[config.mk]
export PLATFORM = sky130hd
export DESIGN_NAME = approach_velocity_hazard_filter
export DESIGN_NICKNAME = d
export VERILOG_FILES = /design/src/hw/rtl/avhf_pkg.sv /design/src/hw/rtl/avhf_div.sv /design/src/hw/rtl/approach_velocity_hazard_filter.sv
export SDC_FILE = /design/constraint.sdc
export NUM_CORES = 1
export LEC_CHECK = 0
export BUFFER_PORTS_ARGS = -buffer_cell sky130_fd_sc_hd__clkbuf_2
export CAP_MARGIN = 25
export CORE_ASPECT_RATIO = 0.8
export CORE_MARGIN = 3
export CORE_UTILIZATION = 60
export CTS_CLUSTER_SIZE = 16
export DETAILED_ROUTE_END_ITERATION = 12
export GPL_TIMING_DRIVEN = 0
export PLACE_DENSITY = 0.86
export SKIP_LAST_GASP = 1
export SLEW_MARGIN = 40
export SYNTH_ARGS = -nofsm -noshare
export SYNTH_HDL_FRONTEND = slang
export SYNTH_SLANG_ARGS = --single-unit
[constraint.sdc]
create_clock -name clk -period 10.62 [get_ports clk]
set_input_delay 3.186 -clock clk [delete_from_list [all_inputs] [get_ports clk]]
set_output_delay 3.186 -clock clk [all_outputs]
set_load 0.05 [all_outputs]
[src/hw/rtl/avhf_pkg.sv]
package avhf_pkg;

  localparam int DIST_W     = 16;
  localparam int VEL_W      = 32;
  localparam int NUM_W      = 36;
  localparam int CNT_W      = 6;
  localparam int CFG_ADDR_W = 4;
  localparam int CFG_DATA_W = 32;
  localparam int RUN_W      = 8;

  localparam logic [19:0]       MICROS_PER_SEC = 20'd1000000;
  localparam logic [RUN_W-1:0]  RUN_MAX        = 8'd255;
  localparam logic [NUM_W-1:0]  Q_POS_MAX      = 36'h0_7FFF_FFFF;
  localparam logic [NUM_W-1:0]  Q_NEG_MAX      = 36'h0_8000_0000;
  localparam logic [VEL_W-1:0]  VEL_MAX        = 32'h7FFF_FFFF;
  localparam logic [VEL_W-1:0]  VEL_MIN        = 32'h8000_0000;

  typedef enum logic [1:0] {
    HZ_NONE   = 2'd0,
    HZ_STABLE = 2'd1,
    HZ_APPR   = 2'd2,
    HZ_RECEDE = 2'd3
  } hazard_t;

  typedef enum logic [1:0] {
    REG_ZONE_MAX  = 2'd0,
    REG_SPEED     = 2'd1,
    REG_CONFIRM   = 2'd2,
    REG_INVALID   = 2'd3
  } reg_idx_t;

  typedef enum logic [3:0] {
    S_IDLE = 4'b0001,
    S_PREP = 4'b0010,
    S_DIV  = 4'b0100,
    S_FIN  = 4'b1000
  } state_t;

endpackage

[src/hw/rtl/avhf_div.sv]
module avhf_div import avhf_pkg::*; #(
  parameter int DIV_W = 48
) (
  input  logic             clk,
  input  logic             rst_n,
  input  logic             start,
  input  logic [NUM_W-1:0] numer,
  input  logic [DIV_W-1:0] denom,
  output logic             done,
  output logic [NUM_W-1:0] quot
);

  logic             busy_r, busy_nxt;
  logic             done_r, done_nxt;
  logic [CNT_W-1:0] cnt_r, cnt_nxt;
  logic [DIV_W-1:0] rem_r, rem_nxt;
  logic [NUM_W-1:0] quo_r, quo_nxt;
  logic [DIV_W-1:0] den_r, den_nxt;

  logic [DIV_W:0]   trial;
  logic [DIV_W+1:0] diff;
  logic             ge;

  assign trial = {rem_r, quo_r[NUM_W-1]};
  assign diff  = {1'b0, trial} - {2'b00, den_r};
  assign ge    = ~diff[DIV_W+1];

  always_comb begin
    busy_nxt = busy_r;
    done_nxt = 1'b0;
    cnt_nxt  = cnt_r;
    rem_nxt  = rem_r;
    quo_nxt  = quo_r;
    den_nxt  = den_r;
    if (start) begin
      busy_nxt = 1'b1;
      cnt_nxt  = CNT_W'(NUM_W);
      rem_nxt  = '0;
      quo_nxt  = numer;
      den_nxt  = denom;
    end else if (busy_r) begin
      rem_nxt = ge ? diff[DIV_W-1:0] : trial[DIV_W-1:0];
      quo_nxt = {quo_r[NUM_W-2:0], ge};
      cnt_nxt = cnt_r - 1'b1;
      if (cnt_r == CNT_W'(1)) begin
        busy_nxt = 1'b0;
        done_nxt = 1'b1;
      end
    end
  end

  always_ff @(posedge clk) begin
    if (!rst_n) begin
      busy_r <= 1'b0;
      done_r <= 1'b0;
      cnt_r  <= '0;
    end else begin
      busy_r <= busy_nxt;
      done_r <= done_nxt;
      cnt_r  <= cnt_nxt;
    end
  end

  always_ff @(posedge clk) begin
    rem_r <= rem_nxt;
    quo_r <= quo_nxt;
    den_r <= den_nxt;
  end

  assign done = done_r;
  assign quot = quo_r;

endmodule

[src/hw/rtl/approach_velocity_hazard_filter.sv]
// Channel  Direction  Handshake                  Payload
// in_      sink       in_tvalid / in_tready      distance, timestamp; action, valid flag
// out_     source     out_tvalid / out_tready    velocity, last distance; state, alert
// cfg_     APB slave  psel, penable, pready = 1  four control registers at 4*i
//
// A sample with a usable history passes through S_PREP, S_DIV and S_FIN, and in S_DIV the
// one-bit-per-cycle restoring divider works over 36 bits. A cleared or rejected sample,
// or one without an earlier sample or a later timestamp, goes from S_PREP straight to
// S_FIN. One sample is in work at a time and in_tready is high only when idle. A stalled
// output holds the block at its final step.
// Reset is synchronous and active low and restores the register defaults.
module approach_velocity_hazard_filter import avhf_pkg::*; #(
  parameter int TIME_BITS = 48
) (
  input  logic                  clk,
  input  logic                  rst_n,
  input  logic                  in_tvalid,
  output logic                  in_tready,
  // [15:0] distance_mm, [TIME_BITS+15:16] time_us, zero padding above
  input  logic [((DIST_W+TIME_BITS+7)/8)*8-1:0] in_tdata,
  // [0] action, [1] sample_valid
  input  logic [1:0]            in_tuser,
  output logic                  out_tvalid,
  input  logic                  out_tready,
  // [31:0] velocity, [47:32] last_distance_mm
  output logic [47:0]           out_tdata,
  // [1:0] hazard_state, [2] alert
  output logic [2:0]            out_tuser,
  input  logic                  cfg_psel,
  input  logic                  cfg_penable,
  input  logic                  cfg_pwrite,
  input  logic [CFG_ADDR_W-1:0] cfg_paddr,
  input  logic [CFG_DATA_W-1:0] cfg_pwdata,
  output logic [CFG_DATA_W-1:0] cfg_prdata,
  output logic                  cfg_pready
);

  state_t state_r, state_nxt;

  logic [DIST_W-1:0]    zone_r, speed_r, marker_r;
  logic [RUN_W-1:0]     confirm_r;

  logic                 act_r, vld_r;
  logic [DIST_W-1:0]    mm_r;
  logic [TIME_BITS-1:0] now_r;

  logic [DIST_W-1:0]    prev_dist_r;
  logic [TIME_BITS-1:0] prev_time_r;
  logic                 prev_present_r;
  logic [RUN_W-1:0]     run_r;

  logic                 rej_r, zero_r, neg_r;

  logic                 out_valid_r;
  hazard_t              out_st_r;
  logic [VEL_W-1:0]     out_v_r;
  logic [DIST_W-1:0]    out_last_r;

  logic                 in_acc, cfg_wr, fin_go;
  logic                 rej_c, zero_c;
  logic [TIME_BITS:0]   dt_full;
  logic [DIST_W:0]      ddiff;
  logic [DIST_W-1:0]    mag;
  logic [NUM_W-1:0]     numer;
  logic                 div_start, div_done;
  logic [NUM_W-1:0]     quot;

  logic [VEL_W-1:0]     vel;
  logic signed [VEL_W:0] v_ext, thr_pos, thr_neg;
  logic [RUN_W-1:0]     run_inc;
  hazard_t              st;

  assign in_tready  = (state_r == S_IDLE);
  assign in_acc     = in_tvalid & in_tready;
  assign cfg_pready = 1'b1;
  assign cfg_wr     = cfg_psel & cfg_penable & cfg_pwrite & cfg_pready;

  always_ff @(posedge clk) begin
    if (!rst_n) begin
      zone_r    <= 16'd2000;
      speed_r   <= 16'd100;
      confirm_r <= 8'd3;
      marker_r  <= 16'hFFFF;
    end else if (cfg_wr) begin
      case (reg_idx_t'(cfg_paddr[3:2]))
        REG_ZONE_MAX: zone_r    <= cfg_pwdata[DIST_W-1:0];
        REG_SPEED:    speed_r   <= cfg_pwdata[DIST_W-1:0];
        REG_CONFIRM:  confirm_r <= cfg_pwdata[RUN_W-1:0];
        REG_INVALID:  marker_r  <= cfg_pwdata[DIST_W-1:0];
        default: ;
      endcase
    end
  end

  always_comb begin
    case (reg_idx_t'(cfg_paddr[3:2]))
      REG_ZONE_MAX: cfg_prdata = CFG_DATA_W'(zone_r);
      REG_SPEED:    cfg_prdata = CFG_DATA_W'(speed_r);
      REG_CONFIRM:  cfg_prdata = CFG_DATA_W'(confirm_r);
      REG_INVALID:  cfg_prdata = CFG_DATA_W'(marker_r);
      default:      cfg_prdata = '0;
    endcase
  end

  always_ff @(posedge clk) begin
    if (in_acc) begin
      act_r <= in_tuser[0];
      vld_r <= in_tuser[1];
      mm_r  <= in_tdata[DIST_W-1:0];
      now_r <= in_tdata[DIST_W+TIME_BITS-1:DIST_W];
    end
  end

  assign rej_c   = act_r | ~vld_r | (mm_r == marker_r) | (mm_r > zone_r);
  assign dt_full = {1'b0, now_r} - {1'b0, prev_time_r};
  assign zero_c  = ~prev_present_r | dt_full[TIME_BITS] | (dt_full[TIME_BITS-1:0] == '0);
  assign ddiff   = {1'b0, mm_r} - {1'b0, prev_dist_r};
  assign mag     = ddiff[DIST_W] ? (~ddiff[DIST_W-1:0] + 1'b1) : ddiff[DIST_W-1:0];
  assign numer   = NUM_W'(mag) * NUM_W'(MICROS_PER_SEC);

  assign div_start = (state_r == S_PREP) & ~rej_c & ~zero_c;

  avhf_div #(.DIV_W(TIME_BITS)) u_div (
    .clk   (clk),
    .rst_n (rst_n),
    .start (div_start),
    .numer (numer),
    .denom (dt_full[TIME_BITS-1:0]),
    .done  (div_done),
    .quot  (quot)
  );

  always_ff @(posedge clk) begin
    if (state_r == S_PREP) begin
      rej_r  <= rej_c;
      zero_r <= zero_c;
      neg_r  <= ddiff[DIST_W];
    end
  end

  always_comb begin
    if (zero_r) begin
      vel = '0;
    end else if (neg_r) begin
      vel = (quot > Q_NEG_MAX) ? VEL_MIN : (~quot[VEL_W-1:0] + 1'b1);
    end else begin
      vel = (quot > Q_POS_MAX) ? VEL_MAX : quot[VEL_W-1:0];
    end
  end

  assign v_ext   = {vel[VEL_W-1], vel};
  assign thr_pos = $signed({17'd0, speed_r});
  assign thr_neg = -thr_pos;
  assign run_inc = (run_r == RUN_MAX) ? run_r : run_r + 1'b1;

  always_comb begin
    if (v_ext < thr_neg) begin
      st = (run_inc >= confirm_r) ? HZ_APPR : HZ_STABLE;
    end else if (v_ext > thr_pos) begin
      st = HZ_RECEDE;
    end else begin
      st = prev_present_r ? HZ_STABLE : HZ_NONE;
    end
  end

  assign fin_go = (state_r == S_FIN) & (~out_valid_r | out_tready);

  always_comb begin
    state_nxt = state_r;
    case (state_r)
      S_IDLE: if (in_acc) state_nxt = S_PREP;
      S_PREP: state_nxt = div_start ? S_DIV : S_FIN;
      S_DIV:  if (div_done) state_nxt = S_FIN;
      S_FIN:  if (fin_go) state_nxt = S_IDLE;
      default: state_nxt = S_IDLE;
    endcase
  end

  always_ff @(posedge clk) begin
    if (!rst_n) begin
      state_r        <= S_IDLE;
      prev_present_r <= 1'b0;
      run_r          <= '0;
      out_valid_r    <= 1'b0;
    end else begin
      state_r <= state_nxt;
      if (fin_go) begin
        out_valid_r <= 1'b1;
        if (rej_r) begin
          prev_present_r <= 1'b0;
          run_r          <= '0;
        end else begin
          prev_present_r <= 1'b1;
          run_r          <= (v_ext < thr_neg) ? run_inc : '0;
        end
      end else if (out_tready) begin
        out_valid_r <= 1'b0;
      end
    end
  end

  always_ff @(posedge clk) begin
    if (fin_go) begin
      if (rej_r) begin
        out_st_r   <= HZ_NONE;
        out_v_r    <= '0;
        out_last_r <= marker_r;
      end else begin
        out_st_r    <= st;
        out_v_r     <= vel;
        out_last_r  <= mm_r;
        prev_dist_r <= mm_r;
        prev_time_r <= now_r;
      end
    end
  end

  assign out_tvalid = out_valid_r;
  assign out_tdata  = {out_last_r, out_v_r};
  assign out_tuser  = {(out_st_r == HZ_APPR), out_st_r};

`ifndef SYNTHESIS
  a_acc_to_prep: assert property (@(posedge clk) disable iff (!rst_n)
    in_acc |=> (state_r == S_PREP))
    else $error("accepted word did not enter preparation");

  a_done_in_div: assert property (@(posedge clk) disable iff (!rst_n)
    div_done |-> (state_r == S_DIV))
    else $error("divider finished outside the divide phase");

  a_none_zero_vel: assert property (@(posedge clk) disable iff (!rst_n)
    (out_valid_r && (out_st_r == HZ_NONE)) |-> (out_v_r == '0))
    else $error("no-hazard result carries a nonzero velocity");

  a_fin_loads_out: assert property (@(posedge clk) disable iff (!rst_n)
    fin_go |=> (out_valid_r && (state_r == S_IDLE)))
    else $error("final step did not present a result word");
`endif

endmodule
After elaboration in Yosys (flattened, before gate mapping)
Cells that the tools add are included.
Operators by class
  $add $sub $neg: 8
  multiply operators: 1
  $lt $le $gt $ge: 6
  eq/ne operators: 14
  multiplexer cells: 31
  bitwise operators: 23
  reductions and logical operators: 12
Operators with widths (number)
  $mux 32: 4
  $pmux 32 s4: 1
  $mux 36: 2
  $sub 49x48->50: 1
  $sub 48x48->49: 1
  $logic_not 48->1: 1
  $mux 48: 1
  $gt 36x31->1 const B: 1
  $gt 36x32->1 const B: 1
  $lt 32x33->1: 1
  $neg 16->33: 1
  $add 32x1->32 const B: 1
  $gt 32x17->1: 1
  $mux 16: 2
  $not 32->32: 1
  $mul 16x14->30 const B: 1
  $mux 8: 3
  $sub 16x16->17: 1
  $add 16x1->16 const B: 1
  $eq 16x16->1: 1
  $gt 16x16->1: 1
  $mux 4: 4
  $not 16->16: 1
  $pmux 4 s4: 1
  25 further kinds: 61
Word-level totals
  register bits after elaboration: 393
  output and inout bits: 86
  logic and storage cells: 123

Longest topological paths before layout
  word-level depth: 9
  depth in mapped cells: 37
  mapped depth without buffers: 36

By module
From an unflattened synthesis, not the netlist that was laid out.
Unflattened totals
  cells, all modules: 3073
  area, all modules: 29243.0 um^2
By module, submodules not included
  approach_velocity_hazard_filter: times used 1, cells each 2220, area each 20905.0 um^2, seq. area each 6896.6 um^2
  avhf_div: times used 1, cells each 853, area each 8338.0 um^2, seq. area each 3643.5 um^2

Least setup slack after synthesis
Ideal clock, no wire load.
  path kind: input-to-output
  start point: input port cfg_paddr[2]
  end point: output port cfg_prdata[10]
  data arrival time: 5.339 ns
  required time: 7.434 ns
  slack: 2.095 ns
  stages on the path: 4
  buffers on the path: 2
  path through: buf_1 -> clkbuf_1 -> mux2i_1 -> o21ai_0
On the way
  longest elaborated chain between the ends: 2
  elaborated cells between the ends (all ways): 5
RTL lines
  from (decl): RTL line approach_velocity_hazard_filter.sv:32  | input logic [CFG_ADDR_W-1:0] cfg_paddr,
  $eq 2x2->1 (tied with other cells): RTL line approach_velocity_hazard_filter.sv:96  | case (reg_idx_t'(cfg_paddr[3:2]))
  $pmux 32 s4 *: RTL line approach_velocity_hazard_filter.sv:96
  to (decl): RTL line approach_velocity_hazard_filter.sv:34  | output logic [CFG_DATA_W-1:0] cfg_prdata,
Mark *: on every way between the ends. The rest lies on a longest branch, timed or not. The select of a mux whose other input is x is not followed.

Worst setup path in the final report
  start point: register mm_r[0]
  end point: register u_div.quo_r[34], in the netlist u_div.quot[34], data pin
On the way
  elaborated cells between the ends (all ways): 13
RTL lines
  from (decl): RTL line approach_velocity_hazard_filter.sv:44  | logic [DIST_W-1:0] mm_r;
  from (signal assigned): RTL line approach_velocity_hazard_filter.sv:109  | mm_r <= in_tdata[DIST_W-1:0];
  $sub 16x16->17: RTL line approach_velocity_hazard_filter.sv:117  | assign ddiff = {1'b0, mm_r} - {1'b0, prev_dist_r};
  via ddiff[16]: RTL line approach_velocity_hazard_filter.sv:62  | logic [DIST_W:0] ddiff;
  $mux 16: RTL line approach_velocity_hazard_filter.sv:118  | assign mag = ddiff[DIST_W] ? (~ddiff[DIST_W-1:0] + 1'b1) : ddiff[DIST_W-1:0];
  $mul 16x14->30: RTL line approach_velocity_hazard_filter.sv:119  | assign numer = NUM_W'(mag) * NUM_W'(MICROS_PER_SEC);
  $mux 36: RTL line avhf_div.sv:35  | if (start) begin
  via u_div.quo_nxt[34]: RTL line avhf_div.sv:17  | logic [NUM_W-1:0] quo_r, quo_nxt;
  to (signal assigned): RTL line avhf_div.sv:66  | quo_r <= quo_nxt;
  to (decl): RTL line avhf_div.sv:17
The timed path passes the listed nets, and every way through them passes these cells.
A chain may end at the register's enable or synchronous reset.

==> impl_metrics.toml <==
[synthesis]
syn_area_sq_um = 28700
avgSynthCellArea_sq_um = 9.42
yosysWarnings = 0
ys_ff_latch = 393
synth_edf_count = 261
synth_ff_type = "edfxtp_1"
ys_async_sr_fraction_pct = 0
synth_cell_types = 97
synth_cells = 3049
ys_seq_area_share_pct = 36.5

[detailed_routing]
drt_iter0_drc = 2756
via_count = 23800
vias_per_cell = 6.05
wl_per_cell_um = 19.0
drtPass1Iterations = 6
drc = 0
totalWireLength_um = 74600
ant_nets = 0

[timing]
timing.max_slew.rel_slack_pct = 40.5
min_period_over_period_pct = 88.5
fin_crit_ps = 9400
tightestPinTransition_ps = 892
rsz0062_at_grt = "no"
slew_violations = 0
finalSetupViolations = 0
skew_ps = 38.9
hold_violations = 0
setup_tns_ps = 0
fmax_mhz = 106

[worst_setup_path]
endpoint_kind = "flop"
slowest_delay_ps = 700
worstPathMaxFanout = 10
timing.reg2reg.setup_slack_ps = 1220
crit_required_ps = 10930
slowest_stage = "xnor2_1"
path_class = "reg2reg"
crit_start = "mm_r[0]"
cp.arrival_ps = 9700
r2r_start = "mm_r[0]"
critPathLaunchType = "flop"

[clock_network]
clock_path_buffers = 3
clk_pin_slew_worst_paths_ps = 70
ctsHoldBuffers = 0
cts_tree = "yes"
post_cts_resized = 0
cts.htree.levels = 2
cts_root_buf = "clkbuf_16"
cts_setup_buffers = 0
clk_latency_ps = 610
cts_buffers = 42
clock_sinks = 393

[grt]
grt_pass1_wl_um = 120000
antenna_found_initial = 2
track_usage_pct = 29.4
grt_max_degree = 58
grt_overflow = 0
first_global_vias = 22700

[layout]
drive_above_1_share_pct = 10.6
fin_nets = 3730
nFillCells = 3571
area_growth_pct = 10.9
antennaDiodeCount = 0

[die]
rows = 71
core_area_sq_um = 47200
die_x_um = 251
die_h_um = 202
pin_count = 195
dieArea_sq_um = 50500
initial_utilization_pct = 60.9

[run]
drv_cap = 0

[outcome]
status = "completed"

[placed_design]
dp_hpwl_um = 57100
portBuffers = 158
routabilityCongestion = 0.975

[hold_path]
hold_start = "now_r[19]"
hold_class = "reg2reg"
==> cells by family (layout without fill, tap and decap cells) <==
group                      after synthesis  count (layout)  synth area share (%)
adders and majority gates              350             350                  16.6
DFF                                    393             393                  36.5
and+or+nand+nor                        910             910                  15.4
AOI/OAI and AO/OA                      670             670                  15.8
buffers and inverters                  442             684                  6.11
muxes                                  101             101                  3.94
other                                    2              17                0.0261
xor gates and xnor gates               181             181                  5.61
==> cells in the final DEF, fill, tap and decap left out, types with 43 or more instances in the layout <==
master / count
mux2i_1: 76
nand4_1: 43
xnor2_1: 104
dfxtp_1: 132
inv_1: 304
nor2b_1: 68
nor2_1: 212
edfxtp_1: 261
fa_1: 53
ha_1: 296
clkbuf_1: 115
clkbuf_2: 161
nand2_1: 284
xor2_1: 70
a21o_1: 65
a21oi_1: 188
nor3_1: 74
nand3_1: 68
o21ai_0: 112
nand2b_1: 46
==> worst max-delay path: cells and delay by family, from the launching register on <==
kind | cells | cell delay, ps
adder cells (fa/ha/maj) | 9 | 3190
AO/OA/AOI/OAI | 11 | 2760
buffers and inverters | 7 | 1130
XOR/XNOR | 2 | 920
AND/OR/NAND/NOR | 4 | 510
flip-flops | 1 | 460
multiplexers | 1 | 100
==> layer usage <==
metal / vias up / track usage (%) / part of all wire, %
met3: 147 / 5.63 / 9.8
met1: 11200 / 44.1 / 45
met5: - / 0 / 0
met2: 1132 / 43.1 / 42
li1: 11200 / - / -
met4: 0 / 8.50 / 2.3
==> synth_stat cells, drive strengths merged (11+ instances only) <==
master  number  share of area, %
inv        305               4.0
ha         296                13
nand2      285               3.7
edfxtp     261                27
nor2       214               2.8
a21oi      189               3.3
dfxtp      132               9.2
o21ai      125               2.2
xnor2      106               3.2
clkbuf     100               1.3
mux2i       76               2.6
xor2        75               2.4
nor3        74               1.3
nand3       68               1.2
nor2b       68               1.5
a21o        65               1.7
fa          53               3.7
nand2b      46               1.0
a211oi      44               1.7
nand4       43              0.94
o21a        42               1.1
buf         37              0.82
a21boi      31              0.81
o211ai      28              0.73
a311oi      23              0.74
nor4        23              0.60
o21bai      21              0.55
mux2        17              0.67
a31oi       16              0.35
or3         16              0.35
o31ai       13              0.36
and3        11              0.24
==> per-stage QoR <==
| stage | setup WS (ps) | utilization, % | instance area, sq um | hold slack [ps] | instances |
|---|---|---|---|---|---|
| after floorplan | 2090 | - | 28800 | 426 | 3064 |
| after global placement | 1480 | 64.3 | 30300 | 446 | 3842 |
| after detailed placement | 1520 | 64.6 | 30500 | 450 | 3848 |
| after CTS | 1330 | 67.5 | 31900 | 467 | 3926 |
| after global routing | 662 | 67.6 | 31900 | 478 | 3926 |
| final | 1220 | 67.6 | 31900 | 463 | 3926 |
==> flip-flops by register name, indices dropped and copies added (netlist names), 2 cells and up <==
name,cells
prev_time_r,48
state_r,4
prev_dist_r,16
zone_r,16
speed_r,16
out_v_r,32
out_st_r,2
u_div.cnt_r,6
out_last_r,16
run_r,8
now_r,48
mm_r,16
confirm_r,8
u_div.rem_r,48
u_div.den_r,48
marker_r,16
u_div.quot,36
==> area by class of cell <==
cell class              instances  area, sq um  share of cell area, %
plain buffers                 137          614                   1.93
clock inverters                16          216                  0.679
clock buffers                  62         1150                   3.60
repair buffers                164          881                   2.76
well taps                     620          776                   2.43
multi-input cells            2229        16600                   52.1
flip-flops and latches        393        10500                   32.9
inverters                     305         1150                   3.60
==> worst paths after layout <==
| check | endpoint | cells after the start |
|---|---|---|
| worst max-delay path | u_div.quot[34] | 34 |
| worst min-delay path | prev_time_r[19] | 0 |
| worst max register to register | u_div.quot[34] | 34 |
| worst min register to register | prev_time_r[19] | 0 |
Power is not shown: default switching activity piles up to over one toggle a cycle in this logic, so the estimate is an artifact.
